==> config.mk <==
export PLATFORM = sky130hd
export DESIGN_NAME = json_string_literal_decoder
export DESIGN_NICKNAME = d
export VERILOG_FILES = /design/src/rtl/jsld_pkg.sv /design/src/rtl/jsld_step.sv /design/src/rtl/json_string_literal_decoder.sv
export SDC_FILE = /design/constraint.sdc
export NUM_CORES = 1
export LEC_CHECK = 0
export BUFFER_PORTS_ARGS = -buffer_cell sky130_fd_sc_hd__clkbuf_2
export CORE_MARGIN = 5
export CORE_UTILIZATION = 55
export DETAILED_ROUTE_END_ITERATION = 16
export PLACE_DENSITY = 0.78
export SYNTH_ARGS = -nofsm -noshare
export SYNTH_HDL_FRONTEND = slang
export SYNTH_SLANG_ARGS = --single-unit
export TNS_END_PERCENT = 30
==> constraint.sdc <==
create_clock -name i_clk -period 6.93 [get_ports i_clk]
set_input_delay 1.386 -clock i_clk [delete_from_list [all_inputs] [get_ports i_clk]]
set_output_delay 1.386 -clock i_clk [all_outputs]
set_load 0.02 [all_outputs]
==> src/rtl/jsld_pkg.sv <==
// Package for the JSON string literal decoder: phase and status codes,
// the result struct and the character lookup functions.
// Depends on nothing; used by jsld_step and json_string_literal_decoder.
`default_nettype none

package jsld_pkg;

    // Decoder phase.
    typedef enum logic [2:0] {
        PH_IDLE  = 3'd0,
        PH_SPACE = 3'd1,
        PH_NULL  = 3'd2,
        PH_BODY  = 3'd3,
        PH_ESC   = 3'd4,
        PH_DONE  = 3'd5
    } t_phase;

    // Result status codes.
    typedef enum logic [2:0] {
        ST_BYTE     = 3'd0,
        ST_COMPLETE = 3'd1,
        ST_ABSENT   = 3'd2,
        ST_NOQUOTE  = 3'd3,
        ST_BADESC   = 3'd4
    } t_status;

    // Characters the decoder recognises.
    localparam logic [7:0] CH_NUL       = 8'h00;
    localparam logic [7:0] CH_QUOTE     = 8'h22;
    localparam logic [7:0] CH_SLASH     = 8'h2F;
    localparam logic [7:0] CH_BACKSLASH = 8'h5C;
    localparam logic [7:0] CH_SPACE     = 8'h20;
    localparam logic [7:0] CH_TAB       = 8'h09;
    localparam logic [7:0] CH_CR        = 8'h0D;
    localparam logic [7:0] CH_LOWER_B   = 8'h62;
    localparam logic [7:0] CH_LOWER_F   = 8'h66;
    localparam logic [7:0] CH_LOWER_L   = 8'h6C;
    localparam logic [7:0] CH_LOWER_N   = 8'h6E;
    localparam logic [7:0] CH_LOWER_R   = 8'h72;
    localparam logic [7:0] CH_LOWER_T   = 8'h74;
    localparam logic [7:0] CH_LOWER_U   = 8'h75;

    // Reset value of the null_as_absent register.
    localparam logic NULL_AS_ABSENT_RESET = 1'b0;

    // One decoded result, with a flag saying whether the byte produced one.
    typedef struct packed {
        logic       present;
        logic [7:0] out_byte;
        t_status    status;
        logic       last;
    } t_result;

    // Letter of the keyword null expected at a given match position.
    function automatic logic [7:0] null_letter(input logic [1:0] pos);
        logic [7:0] letter;
        unique case (pos)
            2'd0:    letter = CH_LOWER_N;
            2'd1:    letter = CH_LOWER_U;
            default: letter = CH_LOWER_L;
        endcase
        return letter;
    endfunction

    // Whitespace as skipped before a value: space, tab, LF, VT, FF and CR.
    function automatic logic is_space(input logic [7:0] c);
        return (c == CH_SPACE) || ((c >= CH_TAB) && (c <= CH_CR));
    endfunction

endpackage

`default_nettype wire

==> src/rtl/jsld_step.sv <==
// Per-byte decoder: phase and null match registers plus the combinational
// decode of one text byte into at most one result.
// Depends on jsld_pkg.
`default_nettype none

module jsld_step (
    input  wire logic              i_clk,
    input  wire logic              i_rst_n,
    input  wire logic              i_fire,
    input  wire logic [7:0]        i_byte,
    input  wire logic              i_begin,
    input  wire logic              i_null_as_absent,
    output jsld_pkg::t_result      o_result
);

    jsld_pkg::t_phase r_phase, n_phase;
    logic [1:0]       r_count, n_count;

    jsld_pkg::t_phase phase_eff;
    logic [1:0]       count_eff;
    jsld_pkg::t_result res;

    // State registers advance only when a byte is consumed.
    always_ff @(posedge i_clk) begin
        if (!i_rst_n) begin
            r_phase <= jsld_pkg::PH_IDLE;
            r_count <= 2'd0;
        end else if (i_fire) begin
            r_phase <= n_phase;
            r_count <= n_count;
        end
    end

    // Decode of one byte; a begin flag restarts at the whitespace phase.
    always_comb begin
        phase_eff    = i_begin ? jsld_pkg::PH_SPACE : r_phase;
        count_eff    = i_begin ? 2'd0 : r_count;
        n_phase      = phase_eff;
        n_count      = count_eff;
        res.present  = 1'b0;
        res.out_byte = 8'h00;
        res.status   = jsld_pkg::ST_BYTE;
        res.last     = 1'b0;

        unique case (phase_eff)
            jsld_pkg::PH_SPACE: begin
                if (jsld_pkg::is_space(i_byte)) begin
                    n_phase = jsld_pkg::PH_SPACE;
                end else if (i_byte == jsld_pkg::CH_LOWER_N) begin
                    n_count = 2'd1;
                    n_phase = jsld_pkg::PH_NULL;
                end else if (i_byte == jsld_pkg::CH_QUOTE) begin
                    n_phase = jsld_pkg::PH_BODY;
                end else begin
                    res.present = 1'b1;
                    res.status  = jsld_pkg::ST_NOQUOTE;
                    res.last    = 1'b1;
                end
            end
            jsld_pkg::PH_NULL: begin
                if (i_byte != jsld_pkg::null_letter(count_eff)) begin
                    res.present = 1'b1;
                    res.status  = jsld_pkg::ST_NOQUOTE;
                    res.last    = 1'b1;
                end else if (count_eff == 2'd3) begin
                    n_count     = 2'd0;
                    res.present = 1'b1;
                    res.status  = i_null_as_absent ? jsld_pkg::ST_ABSENT
                                                   : jsld_pkg::ST_COMPLETE;
                    res.last    = 1'b1;
                end else begin
                    n_count = count_eff + 2'd1;
                end
            end
            jsld_pkg::PH_BODY: begin
                if (i_byte == jsld_pkg::CH_NUL) begin
                    res.present = 1'b1;
                    res.status  = jsld_pkg::ST_NOQUOTE;
                    res.last    = 1'b1;
                end else if (i_byte == jsld_pkg::CH_BACKSLASH) begin
                    n_phase = jsld_pkg::PH_ESC;
                end else if (i_byte == jsld_pkg::CH_QUOTE) begin
                    res.present = 1'b1;
                    res.status  = jsld_pkg::ST_COMPLETE;
                    res.last    = 1'b1;
                end else begin
                    res.present  = 1'b1;
                    res.out_byte = i_byte;
                end
            end
            jsld_pkg::PH_ESC: begin
                n_phase     = jsld_pkg::PH_BODY;
                res.present = 1'b1;
                unique case (i_byte)
                    jsld_pkg::CH_LOWER_B:   res.out_byte = 8'h08;
                    jsld_pkg::CH_LOWER_F:   res.out_byte = 8'h0C;
                    jsld_pkg::CH_LOWER_N:   res.out_byte = 8'h0A;
                    jsld_pkg::CH_LOWER_R:   res.out_byte = 8'h0D;
                    jsld_pkg::CH_LOWER_T:   res.out_byte = 8'h09;
                    jsld_pkg::CH_QUOTE,
                    jsld_pkg::CH_SLASH,
                    jsld_pkg::CH_BACKSLASH: res.out_byte = i_byte;
                    jsld_pkg::CH_NUL: begin
                        res.status = jsld_pkg::ST_NOQUOTE;
                        res.last   = 1'b1;
                    end
                    default: begin
                        res.status = jsld_pkg::ST_BADESC;
                        res.last   = 1'b1;
                    end
                endcase
            end
            default: begin
                n_phase = phase_eff;
            end
        endcase

        // A finishing result parks the decoder until the next begin.
        if (res.last) begin
            n_phase = jsld_pkg::PH_DONE;
        end
    end

    assign o_result = res;

endmodule

`default_nettype wire

==> src/rtl/json_string_literal_decoder.sv <==
// JSON string literal decoder top level: input register, per-byte decode
// and result register. Depends on jsld_pkg and jsld_step.
// A byte is held in the input register, decoded, and its result registered in the result register.
// Throughput: one byte per cycle while the receiver does not stall the result register.
// Reset (synchronous, active low) empties both registers, returns to idle
// and clears null_as_absent.
`default_nettype none

module json_string_literal_decoder (
    input  wire logic       i_clk,
    input  wire logic       i_rst_n,
    input  wire logic       i_cfg_we,
    input  wire logic       i_cfg_data,
    input  wire logic       i_in_valid,
    output logic            o_in_ready,
    input  wire logic [7:0] i_in_byte,
    input  wire logic       i_begin_value,
    output logic            o_out_valid,
    input  wire logic       i_out_ready,
    output logic [7:0]      o_out_byte,
    output logic [2:0]      o_status,
    output logic            o_last
);

    logic              r_null_as_absent;
    logic              r_in_vld;
    logic [7:0]        r_in_byte;
    logic              r_in_begin;
    logic              r_out_vld;
    logic [7:0]        r_out_byte;
    logic [2:0]        r_out_status;
    logic              r_out_last;
    logic              out_free;
    logic              fire;
    jsld_pkg::t_result result;

    // Configuration register.
    always_ff @(posedge i_clk) begin
        if (!i_rst_n) begin
            r_null_as_absent <= jsld_pkg::NULL_AS_ABSENT_RESET;
        end else if (i_cfg_we) begin
            r_null_as_absent <= i_cfg_data;
        end
    end

    // The held byte is decoded whenever the result register can take a result.
    assign out_free   = !r_out_vld || i_out_ready;
    assign fire       = r_in_vld && out_free;
    assign o_in_ready = !r_in_vld || out_free;

    // Input register.
    always_ff @(posedge i_clk) begin
        if (!i_rst_n) begin
            r_in_vld <= 1'b0;
        end else if (o_in_ready) begin
            r_in_vld <= i_in_valid;
        end
    end

    always_ff @(posedge i_clk) begin
        if (o_in_ready && i_in_valid) begin
            r_in_byte  <= i_in_byte;
            r_in_begin <= i_begin_value;
        end
    end

    jsld_step u_step (
        .i_clk            (i_clk),
        .i_rst_n          (i_rst_n),
        .i_fire           (fire),
        .i_byte           (r_in_byte),
        .i_begin          (r_in_begin),
        .i_null_as_absent (r_null_as_absent),
        .o_result         (result)
    );

    // Result register; a byte that yields no result leaves it empty.
    always_ff @(posedge i_clk) begin
        if (!i_rst_n) begin
            r_out_vld <= 1'b0;
        end else if (out_free) begin
            r_out_vld <= fire && result.present;
        end
    end

    always_ff @(posedge i_clk) begin
        if (fire && result.present) begin
            r_out_byte   <= result.out_byte;
            r_out_status <= result.status;
            r_out_last   <= result.last;
        end
    end

    assign o_out_valid = r_out_vld;
    assign o_out_byte  = r_out_byte;
    assign o_status    = r_out_status;
    assign o_last      = r_out_last;

endmodule

`default_nettype wire

==> results of run 1 <==
cells by family (layout without fill, tap and decap cells):
| logic type | Yosys count | count (layout) | share of synthesized area (%) |
|---|---|---|---|
| adders and majority gates | 3 | 3 | 2.21 |
| xor gates and xnor gates | 3 | 3 | 1.55 |
| DFF | 29 | 29 | 46.6 |
| and+or+nand+nor | 72 | 72 | 26.8 |
| muxes | 2 | 2 | 1.18 |
| buffers and inverters | 16 | 42 | 4.35 |
| AOI/OAI and AO/OA | 45 | 45 | 17.4 |
area by class of cell:
| class | instances | area (sq um) | area share, % |
|---|---|---|---|
| clock buffers | 6 | 41.3 | 2.20 |
| inverters | 7 | 26.3 | 1.40 |
| flip-flops and latches | 29 | 791 | 42.1 |
| repair buffers | 28 | 140 | 7.47 |
| well taps | 33 | 41.3 | 2.20 |
| clock inverters | 1 | 3.75 | 0.200 |
| multi-input cells | 125 | 833 | 44.4 |
stage by stage:
step	setup WS (ns)	std cells	hold WS, ns	total power (W)
floorplan	3.79	170	0.487	0.000240
global placement	3.63	222	0.504	0.000251
detailed placement	3.54	222	0.544	0.000252
CTS	3.54	229	0.560	0.000339
global route	3.50	229	0.592	0.000354
finish	3.56	229	0.552	0.000336
flip-flops by register name, summed over array words and instances, names as in the netlist:
name and cells:
o_last 1, o_status 3, r_in_begin 1, r_in_vld 1
u_step.r_count 2, u_step.r_phase 3, r_in_byte 8, o_out_valid 1
r_null_as_absent 1, o_out_byte 8
layer usage:
layer / GRT usage, % / vias to the layer above / share of wire [%]
met1: 21.3 / 604 / 44
li1: - / 685 / -
met4: 8.81 / 0 / 2.2
met2: 25.5 / 48 / 48
met3: 4.79 / 7 / 5.6
met5: 0 / - / 0
worst paths after layout:
path | end | slack (ns) | depth (start not counted)
worst min register to register | r_null_as_absent$_SDFFE_PN0P_ | 0.55 | 2
worst min-delay path | r_null_as_absent$_SDFFE_PN0P_ | 0.55 | 2
worst max-delay path | o_in_ready | 3.56 | 4
worst max register to register | o_out_valid$_SDFFE_PN0P_ | 4.25 | 9
cells in the mapped netlist, drive strengths merged (5+ instances only):
cell type and count:
nor2b 11, nand2b 7, edfxtp 21, inv 7, dfxtp 8, clkbuf 5
o21ai 13, o21a 5, nor2 10, a21oi 12, nor3 7, nand2 11
where the power goes:
part / internal (W) / switching (W)
clock network: 0.0000367 / 0.0000511
logic: 0.0000184 / 0.0000235
registers: 0.000195 / 0.0000112
total: 0.000250 / 0.0000858
worst max-delay path: stages:
cell	delay [ns]
clkbuf_2	0.08
nor2b_1	0.24
nand2_1	0.11
clkbuf_2	0.17
==> reports/metrics.yaml, run 1 <==
run_status: "completed"
num_rows: 20
crit_type: "primary input to output port"
cts_tree: "built"
cts_root_buffer: "clkbuf_4"
ys_warn_count: 0
drive_gt1_share_pct: 21.4
critPathMaxFanout: 4
synth-edff-count: 21
initial_utilization_pct: 56.5
cts_made_buffers: 5
post-route-min-period_ns: 3.37
skew_ns: 0.0127
overflow: 0
setup_violations: 0
critPathArrivalTime_ns: 1.98
drt_iter0_drc: 60
fin_crit_sh_pct: 48.6
final_util_pct: 62.5
nets: 214
tns_ns: 0
clk_transition_reported_paths_ns: 0.09
wl_um: 3230
hp-start: "r_null_as_absent$_SDFFE_PN0P_"
endpoint_kind: "output port"
hold_viol: 0
h-tree-depth: 2
antenna_found_initial: 0
syn-num-nets: 188
async_flop_share_pct: 0
slew_headroom_pct: 55.5
place_hpwl_um: 2480
crit_path_start: "i_out_ready"
reg2reg_from: "r_in_begin$_DFFE_PP_"
avgRoutedWirePerCell_um: 14.1
syn_to_final_growth_pct: 10.5
dieArea_sq_mm: 0.00430
io_buffers: 28
finalInstanceArea_sq_mm: 0.00188
synth_flop_cell: "edfxtp_1"
clock_sinks: 29
viasPerCell: 5.87
grt_pass1_wl_um: 5450
synthTopCellsByArea: "edfxtp_1 (37%), dfxtp_1 (9.4%), nor2b_1 (4.1%)"
start_kind: "primary input"
rsz0062_at_grt: "false"
core_area_sq_mm: 0.00300
vias: 1344
dpl_cell_area_sq_mm: 0.00183
drv_cap: 0
p_per_area_mw_per_mm2: 179
clkLatencyLatePin_ns: 0.32
grt_use_total_pct: 16.7
final_cell_mix: "clkbuf_2 (28), edfxtp_1 (21), a21oi_1 (12)"
syn_inst: 170
drtPass1Iterations: 4
syn_area_per_cell_sq_um: 9.99
die_h_um: 65.6
ctsResizeCount: 0
fp.dieW_um: 65.6
gp_congestion: 0.834
final_common_cell: "clkbuf_2"
vdd_drop_max_v: 0.000104
yosys.area.top_type: "edfxtp_1"
postCtsHoldBufs: 0
hold_path.class: "flip-flop to flip-flop"
cts_setup_buffers: 0
num_antenna_cells: 0
tightest_slew_ns: 0.667
fmax_ghz: 0.297
clock_path_buffers: 2
drc: 0
leakagePower_nw: 0.711
ys_types: 52
io_pins: 29
report.final.slew_viol_count: 0
ant_nets: 0
synth.top_cell.area_share_pct: 37.1
fill_cells: 252
first_global_vias: 1237
crit_required_ns: 5.54
synth-seq-area-share_pct: 46.6
netlist_area_sq_mm: 0.00170
ys_seq_elements: 29
grt_max_degree: 15
Note: power is estimated with default switching activity, not from simulation.
==> inputs of run 2 (changes only) <==
--- a/config.mk
+++ b/config.mk
@@ -7,9 +7,9 @@
 export LEC_CHECK = 0
 export BUFFER_PORTS_ARGS = -buffer_cell sky130_fd_sc_hd__clkbuf_2
 export CORE_MARGIN = 5
-export CORE_UTILIZATION = 55
+export CORE_UTILIZATION = 50
 export DETAILED_ROUTE_END_ITERATION = 16
-export PLACE_DENSITY = 0.78
+export PLACE_DENSITY = 0.75
 export SYNTH_ARGS = -nofsm -noshare
 export SYNTH_HDL_FRONTEND = slang
 export SYNTH_SLANG_ARGS = --single-unit
==> constraint.sdc (replaced) <==
create_clock -name i_clk -period 2.95 [get_ports i_clk]
set_input_delay 0.59 -clock i_clk [delete_from_list [all_inputs] [get_ports i_clk]]
set_output_delay 0.59 -clock i_clk [all_outputs]
set_load 0.02 [all_outputs]
==> reports/metrics.yaml, run 2 (same netlist as run 1, synthesis figures left out) <==
num_rows: 21  # was 20
leakagePower_nw: 0.727  # was 0.711 nW
final_common_cell: "clkbuf_2"  # unchanged
place_hpwl_um: 2620  # was 2480 um
fill_cells: 314  # was 252
start_kind: "flip-flop"  # was primary input
cts_made_buffers: 5  # unchanged
initial_utilization_pct: 51.3  # was 56.5%
overflow: 0  # unchanged
tightest_slew_ns: 0.545  # was 0.667 ns
clkLatencyLatePin_ns: 0.33  # was 0.32 ns
setup_violations: 0  # unchanged
tns_ns: 0  # unchanged
io_buffers: 28  # unchanged
drive_gt1_share_pct: 22.6  # was 21.4%
critPathMaxFanout: 13  # was 4
first_global_vias: 1318  # was 1237
vias: 1392  # was 1344
clock_sinks: 29  # unchanged
slew_headroom_pct: 63.6  # was 55.5%
power.switching_w: 0.000206  # was 0.0000858 W
wl_um: 3400  # was 3230 um
p_sw_share_pct: 25.9  # was 25.5%
fin_crit_sh_pct: 84.0
cts_tree: "built"  # unchanged
postCtsHoldBufs: 0  # unchanged
post-route-min-period_ns: 2.48
run_status: "completed"  # unchanged
endpoint_kind: "flip-flop"  # was output port
grt_max_degree: 14  # was 15
critPathArrivalTime_ns: 2.70  # was 1.98 ns
report.final.slew_viol_count: 0  # unchanged
antenna_found_initial: 0  # unchanged
p_per_area_mw_per_mm2: 415  # was 179 mW/mm^2
skew_ns: 0.00730  # was 0.0127 ns
num_antenna_cells: 0  # unchanged
clock_path_buffers: 2  # unchanged
io_pins: 29  # unchanged
h-tree-depth: 2  # unchanged
syn_to_final_growth_pct: 12.8  # was 10.5%
nets: 217  # was 214
die_h_um: 68.3  # was 65.6 um
cts_root_buffer: "clkbuf_4"  # unchanged
gp_congestion: 0.940  # was 0.834
ctsResizeCount: 0  # unchanged
power.internal_w: 0.000590  # was 0.000250 W
grt_use_total_pct: 16.9  # was 16.7%
vdd_drop_max_v: 0.000257  # was 0.000104 V
drc: 0  # unchanged
drtPass1Iterations: 4  # unchanged
grt_pass1_wl_um: 5800  # was 5450 um
final_util_pct: 57.9  # was 62.5%
core_area_sq_mm: 0.00331  # was 0.00300 sq mm
hold_viol: 0  # unchanged
drv_cap: 0  # unchanged
hold_path.class: "primary input to flip-flop"  # was flip-flop to flip-flop
clockPowerShare_pct: 26.3  # was 26.1%
ant_nets: 0  # unchanged
comb_power_share_pct: 12.9  # was 12.4%
drt_iter0_drc: 97  # was 60
dieArea_sq_mm: 0.00466  # was 0.00430 sq mm
cts_setup_buffers: 0  # unchanged
crit_required_ns: 3.17  # was 5.54 ns
viasPerCell: 5.68  # was 5.87
seqPwrFrac_pct: 60.8  # was 61.4%
avgRoutedWirePerCell_um: 13.9  # was 14.1 um
rsz0062_at_grt: "false"  # unchanged
fp.dieW_um: 68.3  # was 65.6 um
fmax_ghz: 0.404
crit_type: "flip-flop to flip-flop"  # was primary input to output port
clk_transition_reported_paths_ns: 0.08  # was 0.09 ns
final_cell_mix: "clkbuf_2 (28), edfxtp_1 (21), a21oi_1 (12)"  # unchanged
-- run 2: changes by cell type in the layout (fill, tap and decap cells not counted) --
cell   change
buf_4      +3
-- run 2: layout make-up --
cell class / instances / area [sq um] / area share [%]
Timing Repair Buffer: 31 / 163 / 8.49
Clock buffer: 6 / 41.3 / 2.16
Clock inverter: 1 / 3.75 / 0.196
Tap cell: 46 / 57.6 / 3.00
Inverter: 7 / 26.3 / 1.37
Sequential cell: 29 / 791 / 41.3
Multi-Input combinational cell: 125 / 833 / 43.5
-- run 2: routing by layer --
layer	wire length (um)	global-route usage, %	vias to the layer above
met1	1470	20.5	654
met4	55	7.20	0
met2	1630	27.3	44
met5	0	0	-
met3	238	5.42	6
li1	-	-	688
-- run 2: stage by stage --
stage               instance area [sq um]  instances  total power [W]  hold WS, ns  worst slack [ns]
CTS                                  1920        245         0.000802        0.422             0.470
floorplan                            1700        170         0.000563        0.487             0.450
global route                         1920        245         0.000838        0.411             0.299
global placement                     1870        238         0.000592        0.500             0.578
detailed placement                   1870        238         0.000596        0.540             0.509
finish                               1920        245         0.000796        0.429             0.472
-- run 2: power groups by stage --
stage                     sequential (W)  combinational (W)  clock (W)
after detailed placement        0.000493           0.000103          0
after CTS                       0.000483           0.000104   0.000215
after floorplan                 0.000491          0.0000722          0
after global routing            0.000487           0.000114   0.000237
final                           0.000484           0.000103   0.000209
after global placement          0.000491           0.000101          0
-- run 2: critical path, stage by stage, from the launching register on --
cell and delay (ns):
edfxtp_1 0.40, nand2b_1 0.20, inv_1 0.12, ha_1 0.19, and4b_1 0.21, o2111ai_2 0.21, o21a_1 0.28, nand3b_1 0.17
o221a_2 0.39, o21a_1 0.21
-- run 2: path summary, 6_finish.rpt --
path	start	to	slack [ns]	cells after the start
worst max register to register	r_in_begin$_DFFE_PP_	o_out_valid$_SDFFE_PN0P_	0.47	9
worst max-delay path	r_in_begin$_DFFE_PP_	o_out_valid$_SDFFE_PN0P_	0.47	9
worst min-delay path	i_begin_value	r_in_begin$_DFFE_PP_	0.43	1
worst min register to register	r_in_vld$_SDFFE_PN0N_	r_in_vld$_SDFFE_PN0N_	0.55	2
==> inputs of run 3 (changes only) <==
--- a/config.mk
+++ b/config.mk
@@ -7,9 +7,9 @@
 export LEC_CHECK = 0
 export BUFFER_PORTS_ARGS = -buffer_cell sky130_fd_sc_hd__clkbuf_2
 export CORE_MARGIN = 5
-export CORE_UTILIZATION = 50
+export CORE_UTILIZATION = 55
 export DETAILED_ROUTE_END_ITERATION = 16
-export PLACE_DENSITY = 0.75
+export PLACE_DENSITY = 0.78
 export SYNTH_ARGS = -nofsm -noshare
 export SYNTH_HDL_FRONTEND = slang
 export SYNTH_SLANG_ARGS = --single-unit
==> constraint.sdc (replaced) <==
create_clock -name i_clk -period 2.6 [get_ports i_clk]
set_input_delay 0.52 -clock i_clk [delete_from_list [all_inputs] [get_ports i_clk]]
set_output_delay 0.52 -clock i_clk [all_outputs]
set_load 0.02 [all_outputs]
==> reports/metrics.yaml, run 3 (same netlist as run 1, synthesis figures left out) <==
hold_viol: 0  # unchanged
crit_required_ns: 2.81  # was 3.17 ns
cp_top_family: "compound AO/OA/AOI/OAI gates"  # unchanged
postCtsHoldBufs: 0  # unchanged
grt_max_degree: 14  # unchanged
reg2reg_from: "r_in_begin$_DFFE_PP_"  # unchanged
cts_tree: "built"  # unchanged
skew_ns: 0.0101  # was 0.00730 ns
clkLatencyLatePin_ns: 0.32  # was 0.33 ns
vias: 1405  # was 1392
critPathArrivalTime_ns: 2.64  # was 2.70 ns
h-tree-depth: 2  # unchanged
grt_pass1_wl_um: 5990  # was 5800 um
clk_transition_reported_paths_ns: 0.09  # was 0.08 ns
num_antenna_cells: 0  # unchanged
hold_path.class: "primary input to flip-flop"  # unchanged
core_area_sq_mm: 0.00300  # was 0.00331 sq mm
final_cell_mix: "clkbuf_2 (28), edfxtp_1 (21), a21oi_1 (12)"  # unchanged
path_depth: 8  # was 9
die_h_um: 65.6  # was 68.3 um
cp_cell_sequence: "nand2b_1, ha_1, nor4b_2, o2111ai_2, o21a_1, nand3b_1, o221a_4, o21a_1"  # was nand2b_1, inv_1, ha_1, and4b_1, o2111ai_2, o21a_1, nand3b_1, o221a_2, o21a_1
clock_path_buffers: 2  # unchanged
grt_use_total_pct: 18.1  # was 16.9%
setup_violations: 0  # unchanged
crit_buf_inv: 0  # was 1
cts_root_buffer: "clkbuf_4"  # unchanged
avgRoutedWirePerCell_um: 15.3  # was 13.9 um
endpoint_kind: "flip-flop"  # unchanged
syn_to_final_growth_pct: 13.5  # was 12.8%
drive_gt1_share_pct: 23.3  # was 22.6%
r2r-end: "o_out_valid$_SDFFE_PN0P_"  # unchanged
report.final.slew_viol_count: 0  # unchanged
start_kind: "flip-flop"  # unchanged
final_common_cell: "clkbuf_2"  # unchanged
overflow: 0  # unchanged
critPathMaxFanout: 13  # unchanged
first_global_vias: 1346  # was 1318
num_rows: 20  # was 21
pre_cts_ws_ns: 0.152  # was 0.509 ns
cp-endpoint: "o_out_valid$_SDFFE_PN0P_"  # unchanged
post-route-min-period_ns: 2.43  # was 2.48 ns
crit_top_cell: "o21a_1"  # unchanged
rsz0062_at_grt: "false"  # unchanged
vdd_drop_max_v: 0.000263  # was 0.000257 V
p_per_area_mw_per_mm2: 473  # was 415 mW/mm^2
leakagePower_nw: 0.743  # was 0.727 nW
gp_congestion: 0.866  # was 0.940
initial_utilization_pct: 56.5  # was 51.3%
cts_made_buffers: 5  # unchanged
crit_path_start: "r_in_begin$_DFFE_PP_"  # unchanged
drv_cap: 0  # unchanged
crit_type: "flip-flop to flip-flop"  # unchanged
tightest_slew_ns: 0.773  # was 0.545 ns
drtPass1Iterations: 4  # unchanged
wl_um: 3600  # was 3400 um
antenna_found_initial: 0  # unchanged
fmax_ghz: 0.412  # was 0.404 GHz
ant_nets: 0  # unchanged
dieArea_sq_mm: 0.00430  # was 0.00466 sq mm
fp.dieW_um: 65.6  # was 68.3 um
place_hpwl_um: 2790  # was 2620 um
nets: 219  # was 217
drt_iter0_drc: 59  # was 97
io_pins: 29  # unchanged
reg2regPathDepth: 8  # was 9
drc: 0  # unchanged
cpPeakStageDelay_ns: 0.40  # about the same
clock_sinks: 29  # unchanged
io_buffers: 28  # unchanged
setup_ws_ns: 0.171  # was 0.472 ns
cp_slowest_cell: "edfxtp_1"  # unchanged
viasPerCell: 5.98  # was 5.68
fin_crit_sh_pct: 93.4  # was 84.0%
run_status: "completed"  # unchanged
timing.reg2reg.setup_slack_ns: 0.17  # was 0.47 ns
tns_ns: 0  # unchanged
slew_headroom_pct: 48.3  # was 63.6%
run 3: cell types whose count changed in the layout (fill, tap and decap cells not counted):
cell	before	now
buf_4	3	5
clkbuf_1	1	2
o221a_2	1	0
o221a_4	0	1
run 3: metrics by stage:
step	area, sq um	power [W]	util [%]	instances	hold WS [ns]
2_1_floorplan	1700	0.000639	-	170	0.487
3_3_place_gp	1870	0.000673	62.3	227	0.502
3_5_place_dp	1870	0.000678	62.3	227	0.531
4_1_cts	1920	0.000920	63.9	235	0.367
5_1_grt	1930	0.000968	64.2	235	0.359
6_report	1930	0.000911	64.2	235	0.375
run 3: final cells by class:
class                           instances  area [sq um]
Multi-Input combinational cell        125           842
Tap cell                               33          41.3
Inverter                                7          26.3
Fill cell                             251          1080
Timing Repair Buffer                   33           178
Clock buffer                            7          45.0
Clock inverter                          1          3.75
Sequential cell                        29           791
run 3: routing by layer:
| metal | global-route usage (%) | share of wire [%] | vias up |
|---|---|---|---|
| li1 | - | - | 693 |
| met1 | 21.6 | 42 | 655 |
| met2 | 31.5 | 51 | 47 |
| met3 | 4.27 | 5.6 | 10 |
| met4 | 6.74 | 1.7 | 0 |
| met5 | 0 | 0 | - |
run 3: how the worst min path moves through the flow:
stage | start | endpoint | slack, ns | cells after the start
2_1_floorplan | r_in_vld$_SDFFE_PN0N_ | r_in_vld$_SDFFE_PN0N_ | 0.49 | 2
3_3_place_gp | r_in_vld$_SDFFE_PN0N_ | r_in_vld$_SDFFE_PN0N_ | 0.50 | 2
3_5_place_dp | r_in_vld$_SDFFE_PN0N_ | r_in_vld$_SDFFE_PN0N_ | 0.53 | 2
4_1_cts | i_in_byte[4] | r_in_byte[4]$_DFFE_PP_ | 0.37 | 1
5_1_grt | i_in_byte[6] | r_in_byte[6]$_DFFE_PP_ | 0.36 | 1
6_report | i_in_byte[0] | r_in_byte[0]$_DFFE_PP_ | 0.38 | 1
run 3: where the power goes:
part | internal, W | total, W | switching [W]
combinational | 0.0000530 | 0.000125 | 0.0000720
sequential | 0.000520 | 0.000546 | 0.0000250
clock | 0.000104 | 0.000241 | 0.000137
total | 0.000677 | 0.000911 | 0.000234
run 3: what timing repair did:
action | in CTS | in global routing
endpoints found under the setup margin | 0 | 1
resized for setup | 0 | 1
buffers inserted | 0 | 0
hold endpoints to repair | 0 | 0
